===== config.mk =====
export PLATFORM = sky130hd
export DESIGN_NAME = double_ended_queue
export DESIGN_NICKNAME = d
export VERILOG_FILES = /design/src/rtl/core/deq_pkg.sv /design/src/rtl/core/deq_cell.sv /design/src/rtl/core/double_ended_queue.sv
export SDC_FILE = /design/constraint.sdc
export NUM_CORES = 1
export LEC_CHECK = 0
export BUFFER_PORTS_ARGS = -buffer_cell sky130_fd_sc_hd__clkbuf_2
export CAP_MARGIN = 20
export CORE_UTILIZATION = 29
export CTS_BUF_LIST = sky130_fd_sc_hd__clkbuf_4 sky130_fd_sc_hd__clkbuf_8
export DETAILED_ROUTE_END_ITERATION = 10
export REMOVE_ABC_BUFFERS = 1
export SKIP_CTS_REPAIR_TIMING = 1
export SLEW_MARGIN = 20
export SYNTH_ARGS = -nofsm -noshare
export SYNTH_HDL_FRONTEND = slang
export SYNTH_SLANG_ARGS = --single-unit

===== constraint.sdc =====
create_clock -name clk_i -period 4.6 [get_ports clk_i]
set_input_delay 0.92 -clock clk_i [delete_from_list [all_inputs] [get_ports clk_i]]
set_output_delay 0.92 -clock clk_i [all_outputs]
set_load 0.03 [all_outputs]

===== src/rtl/core/deq_pkg.sv =====
// Shared types and constants for the double-ended queue.
package deq_pkg;

  localparam int unsigned DataW = 32;
  localparam int unsigned FuncW = 3;
  localparam int unsigned StatusW = 2;
  localparam int unsigned FillW = 5;

  typedef enum logic [FuncW-1:0] {
    FN_INS_FRONT = 3'd0,
    FN_INS_REAR  = 3'd1,
    FN_DEL_FRONT = 3'd2,
    FN_DEL_REAR  = 3'd3,
    FN_LIST      = 3'd4
  } func_e;

  typedef enum logic [StatusW-1:0] {
    ST_DONE   = 2'd0,
    ST_FULL   = 2'd1,
    ST_EMPTY  = 2'd2,
    ST_LISTED = 2'd3
  } status_e;

  typedef enum logic [2:0] {
    OP_HOLD,
    OP_PUSH_FRONT,
    OP_PUSH_REAR,
    OP_POP_FRONT,
    OP_ROTATE
  } cell_op_e;

  typedef enum logic {
    S_IDLE,
    S_LIST
  } state_e;

  typedef struct packed {
    cell_op_e op;
    logic     rear_slot;
    logic     tail;
  } cell_ctrl_t;

  typedef struct packed {
    logic [FuncW-1:0]        func;
    logic signed [DataW-1:0] value_in;
  } deq_in_t;

  typedef struct packed {
    logic [StatusW-1:0]      status;
    logic signed [DataW-1:0] value_out;
    logic [FillW-1:0]        fill;
    logic                    last;
  } deq_out_t;

endpackage


===== src/rtl/core/deq_cell.sv =====
// One storage cell of the queue chain.
module deq_cell (
  input  logic                              clk_i,
  input  deq_pkg::cell_ctrl_t               ctrl_i,
  input  logic signed [deq_pkg::DataW-1:0]  left_i,
  input  logic signed [deq_pkg::DataW-1:0]  right_i,
  input  logic signed [deq_pkg::DataW-1:0]  ins_i,
  input  logic signed [deq_pkg::DataW-1:0]  head_i,
  output logic signed [deq_pkg::DataW-1:0]  data_o
);

  logic signed [deq_pkg::DataW-1:0] data_q;
  logic signed [deq_pkg::DataW-1:0] data_d;

  always_comb begin
    data_d = data_q;
    unique case (ctrl_i.op)
      deq_pkg::OP_PUSH_FRONT: data_d = left_i;
      deq_pkg::OP_PUSH_REAR: begin
        if (ctrl_i.rear_slot) data_d = ins_i;
      end
      deq_pkg::OP_POP_FRONT: data_d = right_i;
      deq_pkg::OP_ROTATE: data_d = ctrl_i.tail ? head_i : right_i;
      default: data_d = data_q;
    endcase
  end

  always_ff @(posedge clk_i) begin
    data_q <= data_d;
  end

  assign data_o = data_q;

endmodule


===== src/rtl/core/double_ended_queue.sv =====
// Double-ended queue top level: control and the chain of storage cells.
// Insert, delete and unused codes: result in the cycle after acceptance, one item per cycle while not busy listing.
// Listing of n elements: n results, one per cycle, from the cycle after acceptance;
// busy_o is high in the listing state, while the occupied cells rotate one place per cycle.
// Reset clears the count, the listing state and the result strobe; cell contents are kept.
// Results are strobed for one cycle and cannot be held off.
module double_ended_queue #(
  parameter int unsigned DEPTH = 16
) (
  input  logic              clk_i,
  input  logic              rst_ni,
  input  logic              start_i,
  input  deq_pkg::deq_in_t  item_i,
  output logic              busy_o,
  output logic              result_valid_o,
  output deq_pkg::deq_out_t result_o
);

  localparam int unsigned CntW = $clog2(DEPTH + 1);

  deq_pkg::state_e   state_q, state_d;
  logic [CntW-1:0]   count_q, count_d;
  logic [CntW-1:0]   rem_q, rem_d;
  logic              res_valid_q, res_valid_d;
  deq_pkg::deq_out_t res_q, res_d;
  deq_pkg::cell_op_e cell_op;
  logic              accept;
  logic              full;
  logic              empty;

  logic signed [deq_pkg::DataW-1:0] cell_data [DEPTH];

  assign accept = start_i && (state_q == deq_pkg::S_IDLE);
  assign full   = (count_q == CntW'(DEPTH));
  assign empty  = (count_q == '0);

  always_comb begin
    state_d = state_q;
    unique case (state_q)
      deq_pkg::S_IDLE: begin
        if (accept && (item_i.func == deq_pkg::FN_LIST) && (count_q > CntW'(1))) begin
          state_d = deq_pkg::S_LIST;
        end
      end
      deq_pkg::S_LIST: begin
        if (rem_q == CntW'(1)) state_d = deq_pkg::S_IDLE;
      end
      default: state_d = deq_pkg::S_IDLE;
    endcase
  end

  always_comb begin
    count_d     = count_q;
    rem_d       = rem_q;
    cell_op     = deq_pkg::OP_HOLD;
    res_valid_d = 1'b0;
    res_d       = '0;
    unique case (state_q)
      deq_pkg::S_IDLE: begin
        if (accept) begin
          res_valid_d = 1'b1;
          res_d.last  = 1'b1;
          unique case (item_i.func) inside
            deq_pkg::FN_INS_FRONT, deq_pkg::FN_INS_REAR: begin
              if (full) begin
                res_d.status = deq_pkg::ST_FULL;
              end else begin
                res_d.status = deq_pkg::ST_DONE;
                count_d      = count_q + CntW'(1);
                cell_op      = (item_i.func == deq_pkg::FN_INS_FRONT) ?
                               deq_pkg::OP_PUSH_FRONT : deq_pkg::OP_PUSH_REAR;
              end
            end
            deq_pkg::FN_DEL_FRONT, deq_pkg::FN_DEL_REAR: begin
              if (empty) begin
                res_d.status = deq_pkg::ST_EMPTY;
              end else begin
                res_d.status = deq_pkg::ST_DONE;
                count_d      = count_q - CntW'(1);
                if (item_i.func == deq_pkg::FN_DEL_FRONT) cell_op = deq_pkg::OP_POP_FRONT;
              end
            end
            deq_pkg::FN_LIST: begin
              if (empty) begin
                res_d.status = deq_pkg::ST_EMPTY;
              end else begin
                res_d.status    = deq_pkg::ST_LISTED;
                res_d.value_out = cell_data[0];
                res_d.last      = (count_q == CntW'(1));
                cell_op         = deq_pkg::OP_ROTATE;
                rem_d           = count_q - CntW'(1);
              end
            end
            default: res_d.status = deq_pkg::ST_DONE;
          endcase
          res_d.fill = deq_pkg::FillW'(count_d);
        end
      end
      deq_pkg::S_LIST: begin
        res_valid_d     = 1'b1;
        res_d.status    = deq_pkg::ST_LISTED;
        res_d.value_out = cell_data[0];
        res_d.fill      = deq_pkg::FillW'(count_q);
        res_d.last      = (rem_q == CntW'(1));
        cell_op         = deq_pkg::OP_ROTATE;
        rem_d           = rem_q - CntW'(1);
      end
      default: begin
        res_valid_d = 1'b0;
      end
    endcase
  end

  always_ff @(posedge clk_i or negedge rst_ni) begin
    if (!rst_ni) begin
      state_q     <= deq_pkg::S_IDLE;
      count_q     <= '0;
      rem_q       <= '0;
      res_valid_q <= 1'b0;
    end else begin
      state_q     <= state_d;
      count_q     <= count_d;
      rem_q       <= rem_d;
      res_valid_q <= res_valid_d;
    end
  end

  always_ff @(posedge clk_i) begin
    res_q <= res_d;
  end

  for (genvar i = 0; i < DEPTH; i++) begin : g_cell
    deq_pkg::cell_ctrl_t              ctrl;
    logic signed [deq_pkg::DataW-1:0] left;
    logic signed [deq_pkg::DataW-1:0] right;

    assign ctrl.op        = cell_op;
    assign ctrl.rear_slot = (count_q == CntW'(i));
    assign ctrl.tail      = (count_q == CntW'(i + 1));

    if (i == 0) begin : g_first
      assign left = item_i.value_in;
    end else begin : g_mid_l
      assign left = cell_data[i-1];
    end

    if (i == DEPTH - 1) begin : g_last
      assign right = '0;
    end else begin : g_mid_r
      assign right = cell_data[i+1];
    end

    deq_cell u_cell (
      .clk_i  (clk_i),
      .ctrl_i (ctrl),
      .left_i (left),
      .right_i(right),
      .ins_i  (item_i.value_in),
      .head_i (cell_data[0]),
      .data_o (cell_data[i])
    );
  end

  assign busy_o         = (state_q == deq_pkg::S_LIST);
  assign result_valid_o = res_valid_q;
  assign result_o       = res_q;

endmodule


* Yosys cells after proc, flatten, opt, wreduce, memory -nomap -nowiden
Index checks and enable logic that the tools add are counted.
W data, S select, Z words.
** Storage, ports and cells
- Logic and storage cells :: 178
- Input bits :: 38
- Flip-flop bits (word level) :: 564
** Operators by class
- $lt $le $gt $ge :: 1
- Bitwise logic cells :: 1
- Reductions and logical operators :: 26
- Equal/unequal tests :: 45
- Multiplexer cells :: 78
- Add/sub/neg operators :: 3
** Operator list (count)
- $pmux W32 S4 :: 16
- $mux W32 :: 34
- $pmux W40 S2 :: 1
- $eq A5 B4 Y1 const B :: 8
- $mux W40 :: 1
- $ne A2 B1 Y1 const B :: 16
- $reduce_and A2 Y1 :: 16
- $mux W5 :: 5
- $eq A5 B3 Y1 const B :: 4
- $pmux W5 S2 :: 2
- $eq A3 B2 Y1 const B :: 4
- $eq A5 B1 Y1 const B :: 2
- $eq A5 B2 Y1 const B :: 2
- $mux W2 :: 5
- $sub A5 B1 Y5 const B :: 2
- $pmux W3 S3 :: 1
- $ne A2 B2 Y1 const B :: 4
- $mux W1 :: 7
- $eq A3 B1 Y1 const B :: 2
- $eq A3 B3 Y1 const B :: 2
- $mux W3 :: 2
- $pmux W2 S3 :: 1
- $pmux W3 S2 :: 1
- $reduce_and A3 Y1 :: 2
- other kinds (10) :: 14

* Logic depth before layout (Yosys ltp)
Gate-level depths: netlist of run 1.
- Word-level depth :: 9
- Gate-level depth with buffers :: 11
- Gate-level depth less buffers :: 6

* Cells and area by module
From an unflattened synthesis of run 1, not the netlist that was laid out.
** Unflattened totals
- Cell total of the unflattened synthesis :: 3211
- Area, all modules :: 37501.0 um^2
** By module, submodules not included
- deq_cell :: sequential area each 960.9 um^2, cells an instance 186, area each 2199.6 um^2, instances 16
- double_ended_queue :: sequential area each 1101.1 um^2, cells an instance 235, area each 2307.2 um^2, instances 1

* Worst setup path before layout of run 1
Ideal clock, no wire load.
- Kind :: input-to-reg
- Start point :: input item_i[33] (netlist name)
- End point :: register g_cell[0].u_cell.data_q (netlist bit g_cell[0].u_cell.data_o[0]) (enable)
- Path buffers :: 4
- Slack :: -0.432 ns
- Stages on the path :: 7
- Library setup time :: 0.474 ns
- Arrival time :: 4.557 ns
- Path through :: clkbuf_1 > nand4bb_1 > o21ai_2 > buf_4 > clkbuf_1 > clkbuf_1 > a221oi_1
** Between the ends
- Longest elaborated chain between the ends :: 9
- Elaborated cells between the ends (all ways) :: 22
- Classes of those cells :: eq/ne (10); mux (7); reduce/logical (5)
** RTL lines
- start, declared :: RTL line double_ended_queue.sv:13 : input deq_pkg::deq_in_t item_i,
- $eq A3 B2 Y1 / $logic_not A3 Y1 (equally long branches) :: RTL line double_ended_queue.sv:80, double_ended_queue.sv:70
- $mux W2, on equally long branches :: RTL line double_ended_queue.sv:80, double_ended_queue.sv:70
- $mux W2, on equally long branches :: RTL line double_ended_queue.sv:75, double_ended_queue.sv:65
- $pmux W3 S3 (*) :: RTL line double_ended_queue.sv:63 : unique case (item_i.func) inside
- $mux W3 (*) :: RTL line double_ended_queue.sv:60 : if (accept) begin
- $pmux W3 S2 (*) :: RTL line double_ended_queue.sv:58 : unique case (state_q)
- $eq A3 B3 Y1, or another cell as far along :: RTL line deq_cell.sv:17 : unique case (ctrl_i.op)
- $ne A2 B2 Y1 (no line) / $reduce_bool A4 Y1 (equally long branches)
- $reduce_and A3 Y1 (no line) (*)
- end signal, assigned :: RTL line deq_cell.sv:29 : data_q <= data_d;
- end, declared :: RTL line deq_cell.sv:12 : logic signed [deq_pkg::DataW-1:0] data_q;
Mark *: on every way between the ends. The rest lies on a longest branch, timed or not.
A chain may end at the register's enable or synchronous reset.

* Worst setup path in the final report of run 1
- Start point :: register count_q[0]
- End point :: register g_cell[3].u_cell.data_q (netlist bit g_cell[3].u_cell.data_o[6]) (enable)
** Between the ends
- Longest elaborated chain between the ends :: 8
- Elaborated cells between the ends (all ways) :: 16
- Classes of those cells :: eq/ne (7); mux (6); reduce/logical (3)
** RTL lines
- start, declared :: RTL line double_ended_queue.sv:22 : logic [CntW-1:0] count_q, count_d;
- start signal, assigned :: RTL line double_ended_queue.sv:122 : count_q <= count_d;
- $eq A5 B5 Y1 / $logic_not A5 Y1 (equally long branches) :: RTL line double_ended_queue.sv:34, double_ended_queue.sv:35
- $mux W2, or another cell as far along :: RTL line double_ended_queue.sv:65 : if (full) begin
- $pmux W3 S3 :: RTL line double_ended_queue.sv:63
- $mux W3 :: RTL line double_ended_queue.sv:60
- $pmux W3 S2 :: RTL line double_ended_queue.sv:58
- $eq A3 B2 Y1, or another cell as far along :: RTL line deq_cell.sv:17
- $ne A2 B1 Y1 (no line) / $reduce_bool A4 Y1 (equally long branches)
- $reduce_and A2 Y1 (no line) (*)
- end signal, assigned :: RTL line deq_cell.sv:29
- end, declared :: RTL line deq_cell.sv:12
Marks and branches as above.

==> impl_results.md, run 1 <==
* Fin crit share at 83.29%
* CP startpoint: count_q[0]$_DFFE_PN0P_
* Kind of critical path: flip-flop to flip-flop
* Number of port buffers at 79
* Antenna Nets Post-Route at 0
* Final #Nets at 2974
* CP Max Fanout at 23
* DR iter-0 viols at 2927
* Via/cell ratio at 5.910
* Worst Max-Slew Pin Slew at 1166 ps
* Fin Setup TNS at 0 ps
* Placed inst area at 37110 um2
* Drt drc at 0
* Die Wd at 349.4 um
* Routability cong. at 0.7930
* Cell Area, Synth at 35010 um2
* Worst R2R Start: count_q[0]$_DFFE_PN0P_
* Cell Rows at 127
* Htree depth at 3
* Pin count of the biggest net entering global routing at 214
* Vias in the first global route at 26250
* CP arrival at 4230 ps
* Layout cell share with drive strength beyond 1 at 32.36%
* Drt total wl at 110900 um
* Clock Skews at 62.55 ps
* R2r setup slk at 770 ps
* Detailed Place HPWL at 60550 um
* Clock latency on the worst-skew pair at 770 ps
* Starting Density at 29.22%
* Worst VDD drop at 0.0004977 V
* Critical Path RT at 4990 ps
* Clk sinks at 564
* Top_reg_cell synth: edfxtp_1
* Die Area at 122100 um2
* Via count at 27340
* RSZ-0062 raised after global routing: no
* Wire length of the first global-routing pass at 167900 um
* Number of flops mapped to enable cells by yosys at 512
* Status: finished clean
* Final Power at 31570 uW
* Ys async rst share at 2.128%
* Critical R2R Capture: g_cell[3].u_cell.data_o[6]$_DFFE_PP_
* Adder-cell area share of the yosys netlist at 0.2859%
* Final Max Slew Viols at 0
* Reg2reg path depth at 8
* Root Driver: clkbuf_8
* FF+latch count, synth at 564
* YS warnings at 0
* DR pass1 iterations at 5
* Clock Tree Buf Depth at 3
* Period minus WS final at 3831 ps
* Initial antenna violation count at 10
* CP Capture Type: flip-flop
* TritonCTS buffer count at 102
* IO Count at 80
* Endpoints failing hold at 0
* Startpoint types: flip-flop
* Count of cell types in the netlist at 62
* Maxcap violations at 0
* Pwr dens at 808.6 nW/um2
* Die height at 349.4 um
* CTS tree: done
* GRT Total Usage at 17.55%
* Fin util at 32.59%
* Post-synthesis compound-gate area fraction at 20.10%
* Slew HR at 22.11%
* Fraction of the mapped netlist area in simple logic gates at 8.102%
* Fmax at 261.0 MHz
* Syn_area_per_cell at 11.47 um2
* Leakage at 0.01259 uW
* Final setup fails at 0
* Hold crit path type: primary input to asynchronous set/reset pin
* GR Overflow Total at 0
* Wire per inst at 23.98 um
* Worst-path clk slew at 70 ps
* Share of synthesized area spent on multiplexers at 17.91%
* Cell area after layout at 39050 um2
* Core area at 119800 um2
* Layout area overhead at 11.54%
* Sequential fraction of the synthesis area at 47.06%
* Syn Inst Count at 3052
* Largest family of logic cells by synthesized area: compound AO/OA/AOI/OAI gates
* Post-Synth XOR/XNOR Area at 0.2252%
how the worst max path moves through the flow:
| stage | to | slack [ps] | depth (start not counted) |
|---|---|---|---|
| 6_report | g_cell[3].u_cell.data_o[6]$_DFFE_PP_ | 770 | 8 |
| 5_1_grt | g_cell[3].u_cell.data_o[30]$_DFFE_PP_ | 600 | 8 |
| 3_5_place_dp | g_cell[10].u_cell.data_o[28]$_DFFE_PP_ | 640 | 7 |
| 4_1_cts | g_cell[3].u_cell.data_o[30]$_DFFE_PP_ | 790 | 8 |
| 2_1_floorplan | g_cell[0].u_cell.data_o[0]$_DFFE_PP_ | -23360 | 3 |
| 3_3_place_gp | g_cell[10].u_cell.data_o[28]$_DFFE_PP_ | 530 | 7 |
layout by cell type, fill, tap and decap left out, drive strengths merged, types with 3 or more instances in the layout:
| master | synthesis | layout |
|---|---|---|
| nor4b | 3 | 3 |
| o21ai | 13 | 13 |
| nand2 | 17 | 17 |
| o221ai | 48 | 48 |
| a21oi | 388 | 388 |
| inv | 67 | 71 |
| and4 | 29 | 29 |
| nand2b | 5 | 5 |
| edfxtp | 512 | 512 |
| a31oi | 8 | 8 |
| nor4bb | 9 | 9 |
| and3 | 4 | 4 |
| nor2 | 8 | 8 |
| clkbuf | 274 | 210 |
| a22oi | 8 | 8 |
| mux2i | 55 | 55 |
| a221o | 56 | 56 |
| clkinv | 0 | 52 |
| nor3b | 4 | 4 |
| dfrtp | 12 | 12 |
| nor3 | 381 | 381 |
| xor2 | 4 | 4 |
| and2 | 35 | 35 |
| xnor2 | 5 | 5 |
| nand4b | 3 | 3 |
| nand4 | 4 | 4 |
| ha | 8 | 8 |
| a221oi | 366 | 366 |
| dfxtp | 40 | 40 |
| o22ai | 3 | 3 |
| o211ai | 4 | 4 |
| mux2 | 508 | 508 |
| buf | 146 | 113 |
Yosys cell counts, drive strengths merged, types with 5 or more instances:
cell type | number | area (um2)
and4 | 29 | 254.0
a221o | 56 | 560.5
dfrtp | 12 | 300.3
a22oi | 8 | 60.06
a31oi | 8 | 50.05
mux2 | 508 | 5720
clkbuf | 274 | 1033
inv | 67 | 251.5
o21ai | 13 | 68.82
nor4bb | 9 | 90.09
nand2b | 5 | 31.28
nor2 | 8 | 30.03
o221ai | 48 | 420.4
buf | 146 | 924.6
dfxtp | 40 | 800.8
a21oi | 388 | 1942
and2 | 35 | 219.0
xnor2 | 5 | 43.79
ha | 8 | 100.1
nand2 | 17 | 63.81
nor3 | 381 | 1912
mux2i | 55 | 550.5
a221oi | 366 | 3725
edfxtp | 512 | 15370
area by class of cell:
cell class	instances	area [um2]
Antenna cell	1	2.502
Clock buffer	131	1628
Clock inverter	58	302.8
Fill cell	12090	80770
Inverter	67	251.5
Multi-Input combinational cell	2001	16730
Sequential cell	564	16480
Tap cell	1612	2017
Timing Repair Buffer	192	1644
worst max-delay path, stage by stage (launching register included):
cell and delay [ps]:
dfrtp_1 470, inv_1 190, ha_1 390, nor3b_1 570, a2111oi_0 300, nor3_4 740, buf_4 430, a21oi_4 50
buf_4 320
where the power goes:
part           leakage, uW  switching [uW]  total [uW]  internal (uW)
logic              0.00604            8150       14300           6190
clock network      0.00102            2370        4710           2340
registers          0.00553            2550       12500           9970
total               0.0126           13100       31600          18500
state kept, by name, indices dropped and copies added (netlist names):
| name | cells |
|---|---|
| busy_o | 1 |
| count_q | 5 |
| g_cell.u_cell.data_o | 512 |
| rem_q | 5 |
| result_o | 40 |
| result_valid_o | 1 |
layer usage:
metal,wire (um),GRT usage [%]
met1,48780,24.83
met2,49860,26.86
met3,9253,3.370
met4,2988,5.433
met5,34,0
kinds of logic after synthesis:
group | Yosys count
DFF | 564
xor gates and xnor gates | 9
adders and majority gates | 8
and+or+nand+nor | 510
buffers and inverters | 487
muxes | 563
AOI/OAI and AO/OA | 911
stage by stage:
stage,instances,setup slack (ps),hold slack (ps)
global placement,4436,526.9,527.7
finish,4626,768.7,88.45
detailed placement,4436,638.1,542.2
floorplan,2632,-23360,496.6
CTS,4625,791.5,48.50
global route,4626,604.1,80.81
No activity file was read; power rests on OpenSTA's default activity.
==> inputs of run 2 (changes only) <==
==> constraint.sdc (replaced) <==
create_clock -name clk_i -period 3.5 [get_ports clk_i]
set_input_delay 0.7 -clock clk_i [delete_from_list [all_inputs] [get_ports clk_i]]
set_output_delay 0.7 -clock clk_i [all_outputs]
set_load 0.03 [all_outputs]
==> impl_results.md, run 2 (same netlist as run 1, synthesis figures left out) <==
* Fin Setup TNS at 0 ps (unchanged)
* Die Wd at 349.4 um (unchanged)
* Final Max Slew Viols at 0 (unchanged)
* Detailed Place HPWL at 65120 um (+7.6%)
* Htree depth at 3 (unchanged)
* CP Max Fanout at 21 (-8.7%)
* Slew HR at 42.26% (+20 points)
* R2r setup slk at 110 ps (-660 ps)
* Wire length of the first global-routing pass at 171100 um (+1.9%)
* Period minus WS final at 3390 ps (-441.0 ps)
* Reg2reg path depth at 10 (+2)
* DR pass1 iterations at 6 (+1)
* Root Driver: clkbuf_8
* Core area at 119800 um2 (unchanged)
* Kind of critical path: flip-flop to flip-flop
* Register area at 16480 um2 (unchanged)
* Fillers at 11960 (-1.1%)
* Layout cell share with drive strength beyond 1 at 35.22% (+2.9 points)
* Wire per inst at 24.16 um (+0.76%)
* IO Count at 80 (unchanged)
* Worst Max-Slew Pin Slew at 866.1 ps (-299.4 ps)
* Critical Path RT at 3900 ps (-1090 ps)
* Fin crit share at 96.86% (+14 points)
* Max FFs per register at 512 (unchanged)
* Cell Rows at 127 (unchanged)
* Final #Nets at 3077 (+3.5%)
* CP startpoint: count_q[1]$_DFFE_PN0P_
* Commonest non-fill, non-tap cells in the layout: 512 x edfxtp_1, 504 x mux2_2, 380 x nor3_1
* Routability cong. at 0.8328 (+5.0%)
* Status: finished clean
* Via/cell ratio at 5.864 (-0.78%)
* Starting Density at 29.22% (unchanged)
* Antenna Nets Post-Route at 0 (unchanged)
* Endpoints failing hold at 0 (unchanged)
* Drt total wl at 114400 um (+3.1%)
* Drt drc at 0 (unchanged)
* Maxcap violations at 0 (unchanged)
* GR Overflow Total at 0 (unchanged)
* DR iter-0 viols at 3180 (+8.6%)
* Fmax at 295.0 MHz (+13%)
* GRT Total Usage at 18.12% (+0.56 points)
* Critical R2R Capture: g_cell[5].u_cell.data_o[7]$_DFFE_PP_
* Startpoint types: flip-flop
* Pin count of the biggest net entering global routing at 148 (-31%)
* Worst R2R Start: count_q[1]$_DFFE_PN0P_
* Clock Tree Buf Depth at 3 (unchanged)
* Area of the multi-input gates at 16720 um2 (about the same)
* Worst setup path end: g_cell[5].u_cell.data_o[7]$_DFFE_PP_
* Via count at 27770 (+1.6%)
* Worst-path clk slew at 60 ps (about the same)
* RSZ-0062 raised after global routing: no
* Pwr dens at 1071 nW/um2 (+32%)
* Hold crit path type: primary input to flip-flop
* Clk sinks at 564 (unchanged)
* Leakage at 0.01336 uW (+6.1%)
* CP arrival at 3790 ps (-440 ps)
* Vias in the first global route at 26240 (-0.050%)
* Worst Min Path Start: item_i[7]
* Die Area at 122100 um2 (unchanged)
* Number of port buffers at 79 (unchanged)
* Clock latency on the worst-skew pair at 770 ps (about the same)
* Worst VDD drop at 0.0006770 V (+36%)
* TritonCTS buffer count at 103 (+0.98%)
* Layout area overhead at 15.31%
* Final setup fails at 0 (unchanged)
* Fin util at 33.69% (+1.1 points)
* Initial antenna violation count at 6 (-4)
* Commonest non-fill, non-tap cell in the layout: edfxtp_1
* Clock Skews at 63.23 ps (+0.6778 ps)
* CP Capture Type: flip-flop
* Die height at 349.4 um (unchanged)
* CTS tree: done
[run 2: cell count changes in the layout (fill, tap and decap cells not counted), moves of 11 or more]
cell | previous run | this run
buf_4 | 81 | 161
clkinv_1 | 36 | 18
clkinv_2 | 16 | 5
clkbuf_8 | 103 | 116
clkbuf_4 | 28 | 47
buf_12 | 32 | 51
[run 2: layout make-up]
type / instances / area share [%]
multi-input combinational: 2001 / 41.42
sequential: 564 / 40.81
timing repair buffer: 294 / 6.633
tap: 1612 / 4.996
clock buffer: 163 / 4.829
clock inverter: 31 / 0.6633
inverter: 67 / 0.6230
antenna: 3 / 0.01860
[run 2: power by group]
part	internal (uW)	switching (uW)
sequential	13100	3410
clock	3780	3110
combinational	8840	11000
total	25700	17500
[run 2: worst min path at each step]
stage | depth (start not counted) | endpoint | slack [ps]
2_1_floorplan | 0 | busy_o$_DFF_PN0_ | 400
3_3_place_gp | 1 | rem_q[0]$_DFFE_PN0P_ | 530
3_5_place_dp | 1 | rem_q[0]$_DFFE_PN0P_ | 540
4_1_cts | 1 | count_q[0]$_DFFE_PN0P_ | -210
5_1_grt | 2 | g_cell[0].u_cell.data_o[31]$_DFFE_PP_ | 220
6_report | 2 | g_cell[0].u_cell.data_o[7]$_DFFE_PP_ | 240
[run 2: critical path, cell delays in order (launching register included)]
cell,delay [ps]
dfrtp_1,460
inv_1,150
ha_1,230
nor3b_1,140
buf_4,170
a2111oi_0,470
buf_4,210
nor3_4,50
buf_12,180
a21oi_4,610
buf_12,340
[run 2: routing by layer]
| layer | up-vias | global-route usage [%] | wire length [um] |
|---|---|---|---|
| li1 | 12350 | - | - |
| met1 | 14010 | 24.76 | 49640 |
| met2 | 1220 | 27.99 | 51720 |
| met3 | 180 | 4.438 | 10050 |
| met4 | 6 | 5.684 | 2943 |
| met5 | - | 0 | 36 |
[run 2: through the flow]
stage / setup WS, ps / cell area, um2 / std cells / hold WS [ps] / total power, uW
after floorplan: -24250 / 33050 / 2632 / 404.4 / 22810
final: 109.7 / 40370 / 4735 / 237.9 / 43230
after global placement: -38.62 / 37940 / 4521 / 527.8 / 35500
after CTS: 21.86 / 40200 / 4717 / -208.2 / 43000
after global routing: 3.463 / 40360 / 4733 / 221.7 / 45690
after detailed placement: 109.1 / 37980 / 4523 / 541.8 / 35960
